==> config.mk <==
export PLATFORM = sky130hd
export DESIGN_NAME = plurality_vote_of_eight
export DESIGN_NICKNAME = d
export VERILOG_FILES = /design/src/hdl/pvo8_pkg.sv /design/src/hdl/pvo8_count.sv /design/src/hdl/pvo8_select.sv /design/src/hdl/pvo8_reconcile.sv /design/src/hdl/plurality_vote_of_eight.sv
export SDC_FILE = /design/constraint.sdc
export NUM_CORES = 1
export LEC_CHECK = 0
export BUFFER_PORTS_ARGS = -buffer_cell sky130_fd_sc_hd__buf_2
export CORE_MARGIN = 4
export CORE_UTILIZATION = 62
export CTS_CLUSTER_DIAMETER = 60
export CTS_CLUSTER_SIZE = 10
export DETAILED_ROUTE_END_ITERATION = 8
export GPL_TIMING_DRIVEN = 0
export PLACE_DENSITY = 0.81
export SYNTH_ARGS = -nofsm -noshare
export SYNTH_HDL_FRONTEND = slang
export SYNTH_SLANG_ARGS = --single-unit
==> constraint.sdc <==
create_clock -name clk -period 5.25 [get_ports clk]
set_clock_uncertainty 0.15 [all_clocks]
set_input_delay 0.2625 -clock clk [delete_from_list [all_inputs] [get_ports clk]]
set_output_delay 0.2625 -clock clk [all_outputs]
set_load 0.02 [all_outputs]
==> src/hdl/pvo8_pkg.sv <==
// shared types, constants and helpers for the plurality voter
`default_nettype none

package pvo8_pkg;

	localparam int NumVotes = 8;
	localparam int LabelW   = 8;
	localparam int CntW     = $clog2(NumVotes + 1);

	typedef logic [LabelW-1:0] label_t;
	typedef logic [CntW-1:0]   cnt_t;
	typedef label_t [NumVotes-1:0] label_arr_t;
	typedef cnt_t   [NumVotes-1:0] cnt_arr_t;

	typedef struct packed {
		label_t vote_0;
		label_t vote_1;
		label_t vote_2;
		label_t vote_3;
		label_t vote_4;
		label_t vote_5;
		label_t vote_6;
		label_t vote_7;
		label_t second_label;
	} ballot_t;

	typedef struct packed {
		label_t best_label;
		logic   use_votes;
		label_t second_label_out;
	} verdict_t;

	// one contender of the argmax tree
	typedef struct packed {
		label_t lab;
		cnt_t   cnt;
	} cand_t;

	function automatic label_arr_t unpack_votes(input ballot_t b);
		label_arr_t v;
		v[0] = b.vote_0;
		v[1] = b.vote_1;
		v[2] = b.vote_2;
		v[3] = b.vote_3;
		v[4] = b.vote_4;
		v[5] = b.vote_5;
		v[6] = b.vote_6;
		v[7] = b.vote_7;
		return v;
	endfunction

	// earlier contender keeps the win on a tie
	function automatic cand_t pick(input cand_t early, input cand_t late);
		return (late.cnt > early.cnt) ? late : early;
	endfunction

endpackage

`default_nettype wire

==> src/hdl/pvo8_count.sv <==
// stage two: per-position vote tally over the masked prefix
`default_nettype none

module pvo8_count (
	input  wire logic                 clk,
	input  wire logic                 en,
	input  wire pvo8_pkg::label_arr_t lab,
	input  wire pvo8_pkg::label_t     second,
	output pvo8_pkg::label_arr_t      lab_s2,
	output pvo8_pkg::cnt_arr_t        cnt_s2,
	output pvo8_pkg::label_t          second_s2
);

	pvo8_pkg::cnt_arr_t cnt;

	always_comb begin
		for (int i = 0; i < pvo8_pkg::NumVotes; i++) begin
			cnt[i] = '0;
			for (int j = 0; j < pvo8_pkg::NumVotes; j++) begin
				cnt[i] = cnt[i] + pvo8_pkg::CntW'((lab[j] != '0) && (lab[j] == lab[i]));
			end
		end
	end

	always_ff @(posedge clk) begin
		if (en) begin
			lab_s2    <= lab;
			cnt_s2    <= cnt;
			second_s2 <= second;
		end
	end

endmodule

`default_nettype wire

==> src/hdl/pvo8_select.sv <==
// stage three: first two levels of the earliest-max tree
`default_nettype none

module pvo8_select (
	input  wire logic                 clk,
	input  wire logic                 en,
	input  wire pvo8_pkg::label_arr_t lab,
	input  wire pvo8_pkg::cnt_arr_t   cnt,
	input  wire pvo8_pkg::label_t     second,
	output pvo8_pkg::cand_t           lo_s3,
	output pvo8_pkg::cand_t           hi_s3,
	output pvo8_pkg::label_t          second_s3
);

	pvo8_pkg::cand_t leaf [pvo8_pkg::NumVotes];
	pvo8_pkg::cand_t lvl1 [pvo8_pkg::NumVotes/2];
	pvo8_pkg::cand_t lo, hi;

	always_comb begin
		for (int i = 0; i < pvo8_pkg::NumVotes; i++) begin
			leaf[i].lab = lab[i];
			leaf[i].cnt = cnt[i];
		end
		for (int i = 0; i < pvo8_pkg::NumVotes/2; i++) begin
			lvl1[i] = pvo8_pkg::pick(leaf[2*i], leaf[2*i+1]);
		end
		lo = pvo8_pkg::pick(lvl1[0], lvl1[1]);
		hi = pvo8_pkg::pick(lvl1[2], lvl1[3]);
	end

	always_ff @(posedge clk) begin
		if (en) begin
			lo_s3     <= lo;
			hi_s3     <= hi;
			second_s3 <= second;
		end
	end

endmodule

`default_nettype wire

==> src/hdl/pvo8_reconcile.sv <==
// stage four: final pick and merge with the second-source label
`default_nettype none

module pvo8_reconcile (
	input  wire logic             clk,
	input  wire logic             en,
	input  wire pvo8_pkg::cand_t  lo,
	input  wire pvo8_pkg::cand_t  hi,
	input  wire pvo8_pkg::label_t second,
	output pvo8_pkg::verdict_t    verdict_s4
);

	pvo8_pkg::cand_t  win;
	pvo8_pkg::verdict_t res;

	always_comb begin
		win = pvo8_pkg::pick(lo, hi);
		if (second == '0) begin
			res.best_label       = win.lab;
			res.use_votes        = 1'b1;
			res.second_label_out = '0;
		end else if (win.lab == '0) begin
			res.best_label       = second;
			res.use_votes        = 1'b0;
			res.second_label_out = second;
		end else if (win.lab != second) begin
			// disagreement drops the second source
			res.best_label       = win.lab;
			res.use_votes        = 1'b1;
			res.second_label_out = '0;
		end else begin
			res.best_label       = win.lab;
			res.use_votes        = 1'b0;
			res.second_label_out = second;
		end
	end

	always_ff @(posedge clk) begin
		if (en) begin
			verdict_s4 <= res;
		end
	end

endmodule

`default_nettype wire

==> src/hdl/plurality_vote_of_eight.sv <==
// top level: four-stage plurality voter with second-source reconciliation
//
//   channel   payload     valid           stall
//   ballot    ballot      ballot_valid    ballot_stall
//   verdict   verdict     verdict_valid   verdict_stall
//
// one beat per cycle sustained while verdict_stall stays low
// stages: prefix mask, tally, two tree levels, last pick plus reconcile
// arst_n clears only the stage valid bits, payload registers are not reset
// a stalled verdict holds; bubbles ahead of it still collapse
// ballot_stall follows verdict_stall combinationally when every stage is full
`default_nettype none

module plurality_vote_of_eight (
	input  wire logic               clk,
	input  wire logic               arst_n,
	input  wire pvo8_pkg::ballot_t  ballot,
	input  wire logic               ballot_valid,
	output logic                    ballot_stall,
	output pvo8_pkg::verdict_t      verdict,
	output logic                    verdict_valid,
	input  wire logic               verdict_stall
);

	logic vld_s1, vld_s2, vld_s3, vld_s4;
	logic adv1, adv2, adv3, adv4;

	pvo8_pkg::label_arr_t raw, masked;
	pvo8_pkg::label_arr_t lab_s1, lab_s2;
	pvo8_pkg::label_t     second_s1, second_s2, second_s3;
	pvo8_pkg::cnt_arr_t   cnt_s2;
	pvo8_pkg::cand_t      lo_s3, hi_s3;
	logic                 live;

	assign adv4 = !vld_s4 || !verdict_stall;
	assign adv3 = !vld_s3 || adv4;
	assign adv2 = !vld_s2 || adv3;
	assign adv1 = !vld_s1 || adv2;

	assign ballot_stall  = !adv1;
	assign verdict_valid = vld_s4;

	always_ff @(posedge clk or negedge arst_n) begin
		if (!arst_n) begin
			vld_s1 <= 1'b0;
			vld_s2 <= 1'b0;
			vld_s3 <= 1'b0;
			vld_s4 <= 1'b0;
		end else begin
			if (adv1) vld_s1 <= ballot_valid;
			if (adv2) vld_s2 <= vld_s1;
			if (adv3) vld_s3 <= vld_s2;
			if (adv4) vld_s4 <= vld_s3;
		end
	end

	// votes after the first zero read as zero
	always_comb begin
		raw  = pvo8_pkg::unpack_votes(ballot);
		live = 1'b1;
		for (int i = 0; i < pvo8_pkg::NumVotes; i++) begin
			live      = live && (raw[i] != '0);
			masked[i] = live ? raw[i] : '0;
		end
	end

	always_ff @(posedge clk) begin
		if (adv1) begin
			lab_s1    <= masked;
			second_s1 <= ballot.second_label;
		end
	end

	pvo8_count u_count (
		.clk       (clk),
		.en        (adv2),
		.lab       (lab_s1),
		.second    (second_s1),
		.lab_s2    (lab_s2),
		.cnt_s2    (cnt_s2),
		.second_s2 (second_s2)
	);

	pvo8_select u_select (
		.clk       (clk),
		.en        (adv3),
		.lab       (lab_s2),
		.cnt       (cnt_s2),
		.second    (second_s2),
		.lo_s3     (lo_s3),
		.hi_s3     (hi_s3),
		.second_s3 (second_s3)
	);

	pvo8_reconcile u_reconcile (
		.clk        (clk),
		.en         (adv4),
		.lo         (lo_s3),
		.hi         (hi_s3),
		.second     (second_s3),
		.verdict_s4 (verdict)
	);

endmodule

`default_nettype wire
==> qor.txt, run 1 <==
Main synth FF type: edfxtp_1
CP max FO: 8
leak pwr: 6.68 nW
CP startpoint: lab_s1[24]
Die W: 158 um
core area: 22000 um2
drt first pass iters: 5
Routed WL per cell: 21.3 um
CTS tree: yes
nets@finish: 1540
aggregate global routing overflow: 0
Mapped Area: 13900 um2
syn nets: 1340
post-CTS setup buffers: 0
Port-buffer cells: 94
critical path endpoint category: flip-flop
Final Cell Area: 16300 um2
number of flops mapped to enable cells by yosys: 225
largest net degree at the start of global routing: 70
vias per inst: 5.84
share of layout cells above drive strength 1: 10.4%
Worst Path Arrival: 4.91 ns
worst reg2reg startpoint: lab_s1[24]
RD Place Congestion: 0.987
clk_lat worst skew: 0.52 ns
cell count after synthesis: 1180
CTS max path bufs: 3
unrepaired setup endpoints after global routing: no
first-pass GRT wire length: 55700 um
P per Cell Area: 394 nW/um2
DPL Wire Length: 24100 um
Max Slew Vio Count: 0
count of warnings emitted by yosys: 0
Layout area overhead: 17.1%
starting density of the core: 63.5%
total routed wirelength: 35600 um
top cell family by delay on the critical path: adder cells
Period minus WS final: 4.78 ns
flops & latches, synth: 229
post-route ant nets: 0
CTS H-tree lvls: 1
ANT cells: 0
required time of the critical path: 5.39 ns
CTS Sinks: 229
CTS buffer count: 27
Worst Setup Start Kind: flip-flop
Std-Cell Rows: 54
relative max-transition margin: 14.0%
commonest non-fill, non-tap cells in the layout: 225 x edfxtp_1, 159 x xor2_1, 106 x inv_1
initial DRC count: 987
min-delay src: verdict_stall
Peak VDD IR: 0.000339 V
final period utilization: 91.0%
Worst-path clk slew: 0.06 ns
antenna violations before repair: 0
I/O Pins: 95
vias: 9747
Worst-Margin Slew: 1.29 ns
Global Route Usage Sum: 29.2%
endpoints failing hold: 0
slowest stage delay, CP: 0.52 ns
Setup TNS Final: 0 ns
Fmax achieved: 209 MHz
Die ar.: 24900 um2
final setup fails: 0
Die Y: 158 um
Post-Place Cell Area: 14800 um2
Syn Area/Cell: 11.8 um2
Async SR Flop Fraction: 1.75%
sequential cell area fraction in the yosys report: 49.2%
kind of critical path: reg -> reg
Fill cells: 1408
CP Cell Sequence: clkbuf_1 > nor4_1 > nand2_1 > nand4_1 > nor3_1 > ha_1 > inv_1 > fa_1 > inv_1 > fa_1 > inv_1 > fa_1 > fa_1 > inv_1
status: finished clean
most common cell after layout, fill and taps aside: edfxtp_1
vias in the first global route: 9878
Max-cap violations: 0
buffer and inverter count on the worst path: 5
DR DRC count: 0
Crit-path slowest cell: fa_1
clock root cell: clkbuf_16
hold crit path type: in -> reg
post-synth cell types: 49
state kept, by name, summed over array words and instances (netlist names), 8 cells and up:
name / flops
u_count.lab_s2: 64
u_select.hi_s3: 12
u_select.lo_s3: 12
lab_s1: 64
u_reconcile.verdict_s4: 17
u_count.cnt_s2: 32
second_s1: 8
u_count.second_s2: 8
u_select.second_s3: 8
per-stage QoR:
stage	hold slack (ns)	util, %	total power [W]	setup slack, ns	std cells
final	0.210	74.3	0.00644	0.472	1670
after global routing	0.223	74.3	0.00672	0.254	1670
after CTS	0.189	74.3	0.00641	0.562	1670
after detailed placement	-0.0782	67.5	0.00476	0.568	1556
after global placement	-0.0819	67.2	0.00469	0.590	1554
after floorplan	-0.183	-	0.00414	1.09	1180
report_power, final:
part	leakage [nW]	total, W	internal [W]	switching, W
clock network	0.357	0.00162	0.000942	0.000680
logic	3.96	0.00215	0.000870	0.00128
registers	2.36	0.00267	0.00245	0.000220
total	6.68	0.00644	0.00426	0.00218
synth_stat cells (2+ instances only):
cell	n	area, um2
a211oi_1	3	22.5
a21o_1	2	15.0
a21oi_1	10	50.1
a221o_1	7	70.1
a221oi_1	2	17.5
a41o_1	2	20.0
and2_1	42	263
and2b_1	2	15.0
and3_1	22	138
and4_1	9	78.8
buf_1	6	22.5
buf_2	9	45.0
clkbuf_1	72	270
dfrtp_1	4	100
edfxtp_1	225	6760
fa_1	32	641
ha_1	52	651
inv_1	106	398
mux2i_1	72	721
nand2_1	33	124
nand2b_1	6	37.5
nand3_1	11	55.1
nand4_1	25	156
nor2_1	35	131
nor2b_1	29	181
nor3_1	12	60.1
nor4_1	63	394
o2111ai_1	4	35.0
o21a_1	16	120
o21ai_0	2	10.0
o21ai_1	4	20.0
or4_1	4	30.0
xnor2_1	83	727
xor2_1	159	1390
tightest hold or removal path: stages:
cell	delay (ns)
buf_2	0.11
and3_1	0.22
nand3_4	0.18
nand2b_1	0.07
path summary, 6_finish.rpt:
path	endpoint	slack (ns)	cells after the start
worst max-delay path	u_count.cnt_s2[13]	0.47	14
worst min-delay path	vld_s1	0.21	4
worst max register to register	u_count.cnt_s2[13]	0.47	14
worst min register to register	u_select.second_s3[1]	0.26	0
max in group asynchronous	vld_s3	4.29	3
min in group asynchronous	vld_s2	0.49	3
layer usage:
metal	part of all wire, %	routed length, um	global-route usage (%)
met5	0	0	0
met4	3.4	1230	9.67
met3	8.9	3180	4.73
met2	49	17300	49.6
met1	39	13900	38.5
final cells by class:
class / instances / area, um2 / area share [%]
clock buffers: 37 / 723 / 4.43
repair buffers: 171 / 1280 / 7.82
well taps: 280 / 350 / 2.15
plain buffers: 87 / 338 / 2.07
inverters: 107 / 402 / 2.46
multi-input cells: 757 / 6360 / 39.0
flip-flops and latches: 229 / 6860 / 42.0
clock inverters: 2 / 12.5 / 0.0767
cell families after synthesis:
logic type               count (synthesis)  synth area share (%)
flip-flops                             229                  49.2
buffers and inverters                  194                  5.31
XOR/XNOR                               242                  15.2
multiplexers                            73                  5.27
AND/OR/NAND/NOR                        295                  12.1
AO/OA/AOI/OAI                           63                  3.70
adder cells (fa/ha/maj)                 84                  9.26
timing repair:
| item | CTS | global route |
|---|---|---|
| hold buffers | 75 | 0 |
| resized for setup | 0 | 0 |
| setup endpoints to repair | 0 | 0 |
| hold endpoints to repair | 77 | 0 |
(Power assumes the default switching activity.)
==> inputs of run 2 (changes only) <==
PLACE_DENSITY = 0.86   (was 0.81)
==> run 2 against run 1 <==
Combinational power hardly changed. Sequential power hardly changed. Wire length is 4.2% higher. Register-to-register slack better by 0.05 ns. Die area stayed put. Sequential cell count stayed put. Global-route usage is 1.1 points higher. Worst setup slack better by 0.052 ns. First-iteration DRC count is 2.0% lower. Design area is 0.28% higher. Critical path type unchanged. Largest cell class unchanged.
==> qor.txt, run 2 (synthesized netlist as in run 1, its figures left out) <==
Die ar.: 24900 um2 (unchanged)
internal reg-to-reg setup slack: 0.52 ns (was 0.47 ns)
Die W: 158 um (unchanged)
commonest non-fill, non-tap cells in the layout: 225 x edfxtp_1, 159 x xor2_1, 106 x inv_1 (unchanged)
Die Y: 158 um (unchanged)
CTS H-tree lvls: 1 (unchanged)
CTS buffer count: 27 (unchanged)
first-pass GRT wire length: 57600 um (was 55700 um)
Max-cap violations: 0 (unchanged)
Worst-Margin Slew: 1.26 ns (was 1.29 ns)
Routed WL per cell: 22.2 um (was 21.3 um)
antenna violations before repair: 0 (unchanged)
Std-Cell Rows: 54 (unchanged)
aggregate global routing overflow: 0 (unchanged)
CTS Sinks: 229 (unchanged)
core area: 22000 um2 (unchanged)
RD Place Congestion: 1.02 (was 0.987)
Global Route Usage Sum: 30.2% (was 29.2%)
clk_lat worst skew: 0.55 ns (was 0.52 ns)
CTS tree: yes (unchanged)
drt first pass iters: 6 (was 5)
total routed wirelength: 37100 um (was 35600 um)
Peak VDD IR: 0.000280 V (was 0.000339 V)
largest net degree at the start of global routing: 70 (unchanged)
starting density of the core: 63.5% (unchanged)
Worst-path clk slew: 0.06 ns (about the same)
post_cts resized: 0 (unchanged)
ANT cells: 0 (unchanged)
nets@finish: 1540 (unchanged)
Max Slew Vio Count: 0 (unchanged)
hold crit path type: in -> reg (unchanged)
kind of critical path: reg -> reg (unchanged)
Layout area overhead: 17.4% (was 17.1%)
slowest stage delay, CP: 0.66 ns (was 0.52 ns)
most common cell after layout, fill and taps aside: edfxtp_1 (unchanged)
final setup fails: 0 (unchanged)
vias per inst: 6.00 (was 5.84)
Setup TNS Final: 0 ns (unchanged)
DPL Wire Length: 24600 um (was 24100 um)
endpoints failing hold: 0 (unchanged)
unrepaired setup endpoints after global routing: no (unchanged)
Port-buffer cells: 94 (unchanged)
critical path endpoint category: flip-flop (unchanged)
WHS: 0.240 ns (was 0.210 ns)
Largest regs: lab_s1 x64, u_count.lab_s2 x64, u_count.cnt_s2 x32 (unchanged)
Fill cells: 1309 (was 1408)
vias in the first global route: 10353 (was 9878)
Worst Setup Start Kind: flip-flop (unchanged)
final period utilization: 90.0% (was 91.0%)
P per Cell Area: 399 nW/um2 (was 394 nW/um2)
CP Cell Sequence: clkbuf_1 > nor4_1 > nand2_1 > clkinv_1 > nor3_1 > ha_1 > inv_1 > fa_1 > inv_1 > fa_1 > inv_1 > fa_1 > fa_1 > xnor2_1 (was clkbuf_1 > nor4_1 > nand2_1 > nand4_1 > nor3_1 > ha_1 > inv_1 > fa_1 > inv_1 > fa_1 > inv_1 > fa_1 > fa_1 > inv_1)
Fmax achieved: 212 MHz (was 209 MHz)
leak pwr: 6.69 nW (was 6.68 nW)
Period minus WS final: 4.73 ns (was 4.78 ns)
required time of the critical path: 5.38 ns (was 5.39 ns)
Worst Path Arrival: 4.86 ns (was 4.91 ns)
CTS max path bufs: 3 (unchanged)
Crit-path slowest cell: clkbuf_1 (was fa_1)
status: finished clean (unchanged)
Critical Path Most Common Cell: fa_1
clock root cell: clkbuf_16 (unchanged)
CP max FO: 8 (unchanged)
vias: 10044 (was 9747)
DR DRC count: 0 (unchanged)
share of layout cells above drive strength 1: 10.4% (about the same)
relative max-transition margin: 16.0% (was 14.0%)
I/O Pins: 95 (unchanged)
initial DRC count: 967 (was 987)
post-route ant nets: 0 (unchanged)
[run 2: path summary, 6_finish.rpt]
| check | from | end | depth (start not counted) |
|---|---|---|---|
| worst max-delay path | lab_s1[21] | u_count.cnt_s2[10] | 14 |
| worst min-delay path | verdict_stall | second_s1[2] | 3 |
| worst max register to register | lab_s1[21] | u_count.cnt_s2[10] | 14 |
| worst min register to register | u_count.second_s2[2] | u_select.second_s3[2] | 0 |
| max in group asynchronous | arst_n | vld_s2 | 3 |
| min in group asynchronous | arst_n | verdict_valid | 3 |
[run 2: where the power goes]
group | internal [W] | switching [W] | total [W]
Sequential | 0.00245 | 0.000216 | 0.00266
Combinational | 0.000872 | 0.00129 | 0.00216
Clock | 0.000996 | 0.000712 | 0.00171
Total | 0.00432 | 0.00221 | 0.00653
[run 2: what timing repair did]
action | CTS | global route
hold buffers | 75 | 0
endpoints found under the hold margin | 77 | 0
buffers inserted | 0 | 0
[run 2: final cells by class]
| type | count | area, um2 | area share [%] |
|---|---|---|---|
| clock inverter | 3 | 57.6 | 0.352 |
| tap | 280 | 350 | 2.14 |
| sequential | 229 | 6860 | 41.9 |
| inverter | 107 | 402 | 2.45 |
| clock buffer | 40 | 724 | 4.43 |
| buffer | 87 | 338 | 2.06 |
| multi-input combinational | 757 | 6360 | 38.9 |
| timing repair buffer | 171 | 1280 | 7.80 |
[run 2: critical path, delay by kind of cell (launching register included)]
| kind | cells | cell delay, ns |
|---|---|---|
| simple gates | 3 | 0.64 |
| xor+xnor | 1 | 0.14 |
| fa+ha+maj | 5 | 2.08 |
| flops | 1 | 0.35 |
| buf+inv | 5 | 1.11 |
[run 2: per-layer routing]
layer	GRT usage, %	wire [um]	share of wire (%)
met1	37.2	14100	38
met2	52.8	18400	50
met3	4.65	2840	7.6
met4	13.8	1810	4.9
met5	0	0	0
[run 2: stage by stage]
stage	cell area (um2)	power (W)	util [%]	setup WS, ns	instances
floorplan	13900	0.00414	-	1.09	1180
global placement	14800	0.00469	67.2	0.707	1554
detailed placement	14800	0.00475	67.5	0.627	1556
CTS	16400	0.00647	74.5	0.608	1674
global route	16400	0.00679	74.5	0.301	1674
finish	16400	0.00653	74.5	0.523	1674
==> inputs of run 3 (changes only) <==
GPL_ROUTABILITY_DRIVEN = 0   (was default)
PLACE_DENSITY = 0.78   (was 0.86)
==> run 3 against run 2 <==
Sequential power is essentially flat. First-iteration DRC count shrank 6.6%. Non-clock buffer count grew 1. Sequential share of layout area is essentially flat. Global-route usage shrank 1.6 points. Combinational power is essentially flat. Worst setup slack gained 0.045 ns. Total power shrank 0.91%. Maximum frequency grew 0.96%.
==> qor.txt, run 3 (synthesized netlist as in run 1, its figures left out) <==
Worst-path clk slew: 0.05 ns (was 0.06 ns)
critical path endpoint category: flip-flop (unchanged)
post-CTS setup buffers: 0 (unchanged)
P per Cell Area: 395 nW/um2 (was 399 nW/um2)
CP startpoint: lab_s1[9] (was lab_s1[21])
post_cts resized: 0 (unchanged)
core area: 22000 um2 (unchanged)
CTS tree: yes (unchanged)
Worst-Margin Slew: 0.792 ns (was 1.26 ns)
final period utilization: 89.2% (was 90.0%)
commonest non-fill, non-tap cells in the layout: 225 x edfxtp_1, 159 x xor2_1, 105 x inv_1 (was 225 x edfxtp_1, 159 x xor2_1, 106 x inv_1)
sequential power share: 41.2% (was 40.8%)
DPL Wire Length: 23800 um (was 24600 um)
endpoints failing hold: 0 (unchanged)
Max Slew Vio Count: 0 (unchanged)
Period minus WS final: 4.68 ns (was 4.73 ns)
total routed wirelength: 35100 um (was 37100 um)
leak pwr: 6.70 nW (was 6.69 nW)
post-route ant nets: 0 (unchanged)
Worst Setup Start Kind: flip-flop (unchanged)
kind of critical path: reg -> reg (unchanged)
Die W: 158 um (unchanged)
required time of the critical path: 5.37 ns (was 5.38 ns)
Worst Path Arrival: 4.80 ns (was 4.86 ns)
switching share of power: 33.3% (was 33.9%)
Global Route Usage Sum: 28.7% (was 30.2%)
starting density of the core: 63.5% (unchanged)
total power: 0.00647 W (was 0.00653 W)
post-cts hold buffer count: 75 (unchanged)
drt first pass iters: 5 (was 6)
most common cell after layout, fill and taps aside: edfxtp_1 (unchanged)
vias per inst: 5.88 (was 6.00)
Fill cells: 1419 (was 1309)
Std-Cell Rows: 54 (unchanged)
status: finished clean (unchanged)
Comb pwr share: 33.0% (about the same)
aggregate global routing overflow: 0 (unchanged)
initial DRC count: 903 (was 967)
Final Cell Area: 16400 um2 (about the same)
clock power share: 25.8% (was 26.2%)
vias: 9850 (was 10044)
Die ar.: 24900 um2 (unchanged)
ANT cells: 0 (unchanged)
unrepaired setup endpoints after global routing: no (unchanged)
Layout area overhead: 17.6% (was 17.4%)
CTS Sinks: 229 (unchanged)
largest net degree at the start of global routing: 63 (was 70)
internal power: 0.00431 W (was 0.00432 W)
antenna violations before repair: 0 (unchanged)
DR DRC count: 0 (unchanged)
CTS buffer count: 27 (unchanged)
first-pass GRT wire length: 55000 um (was 57600 um)
Port-buffer cells: 94 (unchanged)
Fmax achieved: 214 MHz (was 212 MHz)
Routed WL per cell: 20.9 um (was 22.2 um)
Largest regs: lab_s1 x64, u_count.lab_s2 x64, u_count.cnt_s2 x32 (unchanged)
share of layout cells above drive strength 1: 10.5% (was 10.4%)
final setup fails: 0 (unchanged)
Max-cap violations: 0 (unchanged)
worst reg2reg startpoint: lab_s1[9] (was lab_s1[21])
vias in the first global route: 10011 (was 10353)
Post-Place Cell Area: 14800 um2 (unchanged)
Setup TNS Final: 0 ns (unchanged)
nets@finish: 1541 (was 1540)
clock root cell: clkbuf_16 (unchanged)
net switching power figure: 0.00216 W (was 0.00221 W)
clk_lat worst skew: 0.54 ns (was 0.55 ns)
hold crit path type: reg -> reg (was in -> reg)
min-delay src: u_count.second_s2[3] (was verdict_stall)
Die Y: 158 um (unchanged)
Peak VDD IR: 0.000274 V (was 0.000280 V)
CP max FO: 8 (unchanged)
CTS H-tree lvls: 1 (unchanged)
I/O Pins: 95 (unchanged)
relative max-transition margin: 46.7% (was 16.0%)
CTS max path bufs: 3 (unchanged)
[run 3: cell count changes in the layout (fill, tap and decap cells not counted), sizes merged]
cell	change
clkinv	+2
buf	+1
clkinvlp	-1
inv	-1
[run 3: power by group through the flow]
stage | Clock (W) | Combinational (W) | Sequential (W)
final | 0.00167 | 0.00213 | 0.00267
after global routing | 0.00178 | 0.00231 | 0.00269
after CTS | 0.00168 | 0.00210 | 0.00266
after detailed placement | 0 | 0.00204 | 0.00270
after global placement | 0 | 0.00197 | 0.00270
after floorplan | 0 | 0.00146 | 0.00269
[run 3: layout make-up]
cell class	count	area, um2	share of cell area (%)
Tap cell	280	350	2.14
Multi-Input combinational cell	757	6360	38.8
Buffer	87	338	2.06
Clock buffer	40	724	4.42
Inverter	107	402	2.45
Timing Repair Buffer	172	1300	7.96
Sequential cell	229	6860	41.9
Clock inverter	3	47.5	0.290
[run 3: worst paths after layout]
| path | slack [ns] | depth (start not counted) | end |
|---|---|---|---|
| min | 0.27 | 0 | u_select.second_s3[3] |
| min in group asynchronous | 0.50 | 3 | vld_s1 |
| max | 0.57 | 11 | u_count.cnt_s2[22] |
| max in group asynchronous | 4.27 | 3 | verdict_valid |
| min reg2reg | 0.27 | 0 | u_select.second_s3[3] |
| max reg2reg | 0.57 | 11 | u_count.cnt_s2[22] |
[run 3: stage by stage]
stage | std cells | setup slack (ns) | hold WS [ns] | utilization, %
6_report | 1675 | 0.568 | 0.267 | 74.6
5_1_grt | 1675 | 0.371 | 0.278 | 74.6
4_1_cts | 1674 | 0.631 | 0.268 | 74.5
3_5_place_dp | 1556 | 0.653 | -0.0747 | 67.5
3_3_place_gp | 1554 | 0.697 | -0.0823 | 67.2
2_1_floorplan | 1180 | 1.09 | -0.183 | -
[run 3: critical path, stage by stage (launching register included)]
cell      delay (ns)
edfxtp_1        0.37
clkbuf_1        0.60
xor2_1          0.15
nor4_1          0.65
and3_1          0.27
ha_1            0.24
fa_1            0.45
fa_1            0.49
inv_1           0.05
fa_1            0.41
fa_1            0.45
xnor2_1         0.14
[run 3: metal layers]
metal	up-vias	share of wire, %	GRT usage, %
met5	-	0	0
met4	0	3.9	10.5
met3	102	7.6	3.91
met2	492	49	48.2
met1	4749	40	38.5
li1	4507	-	-
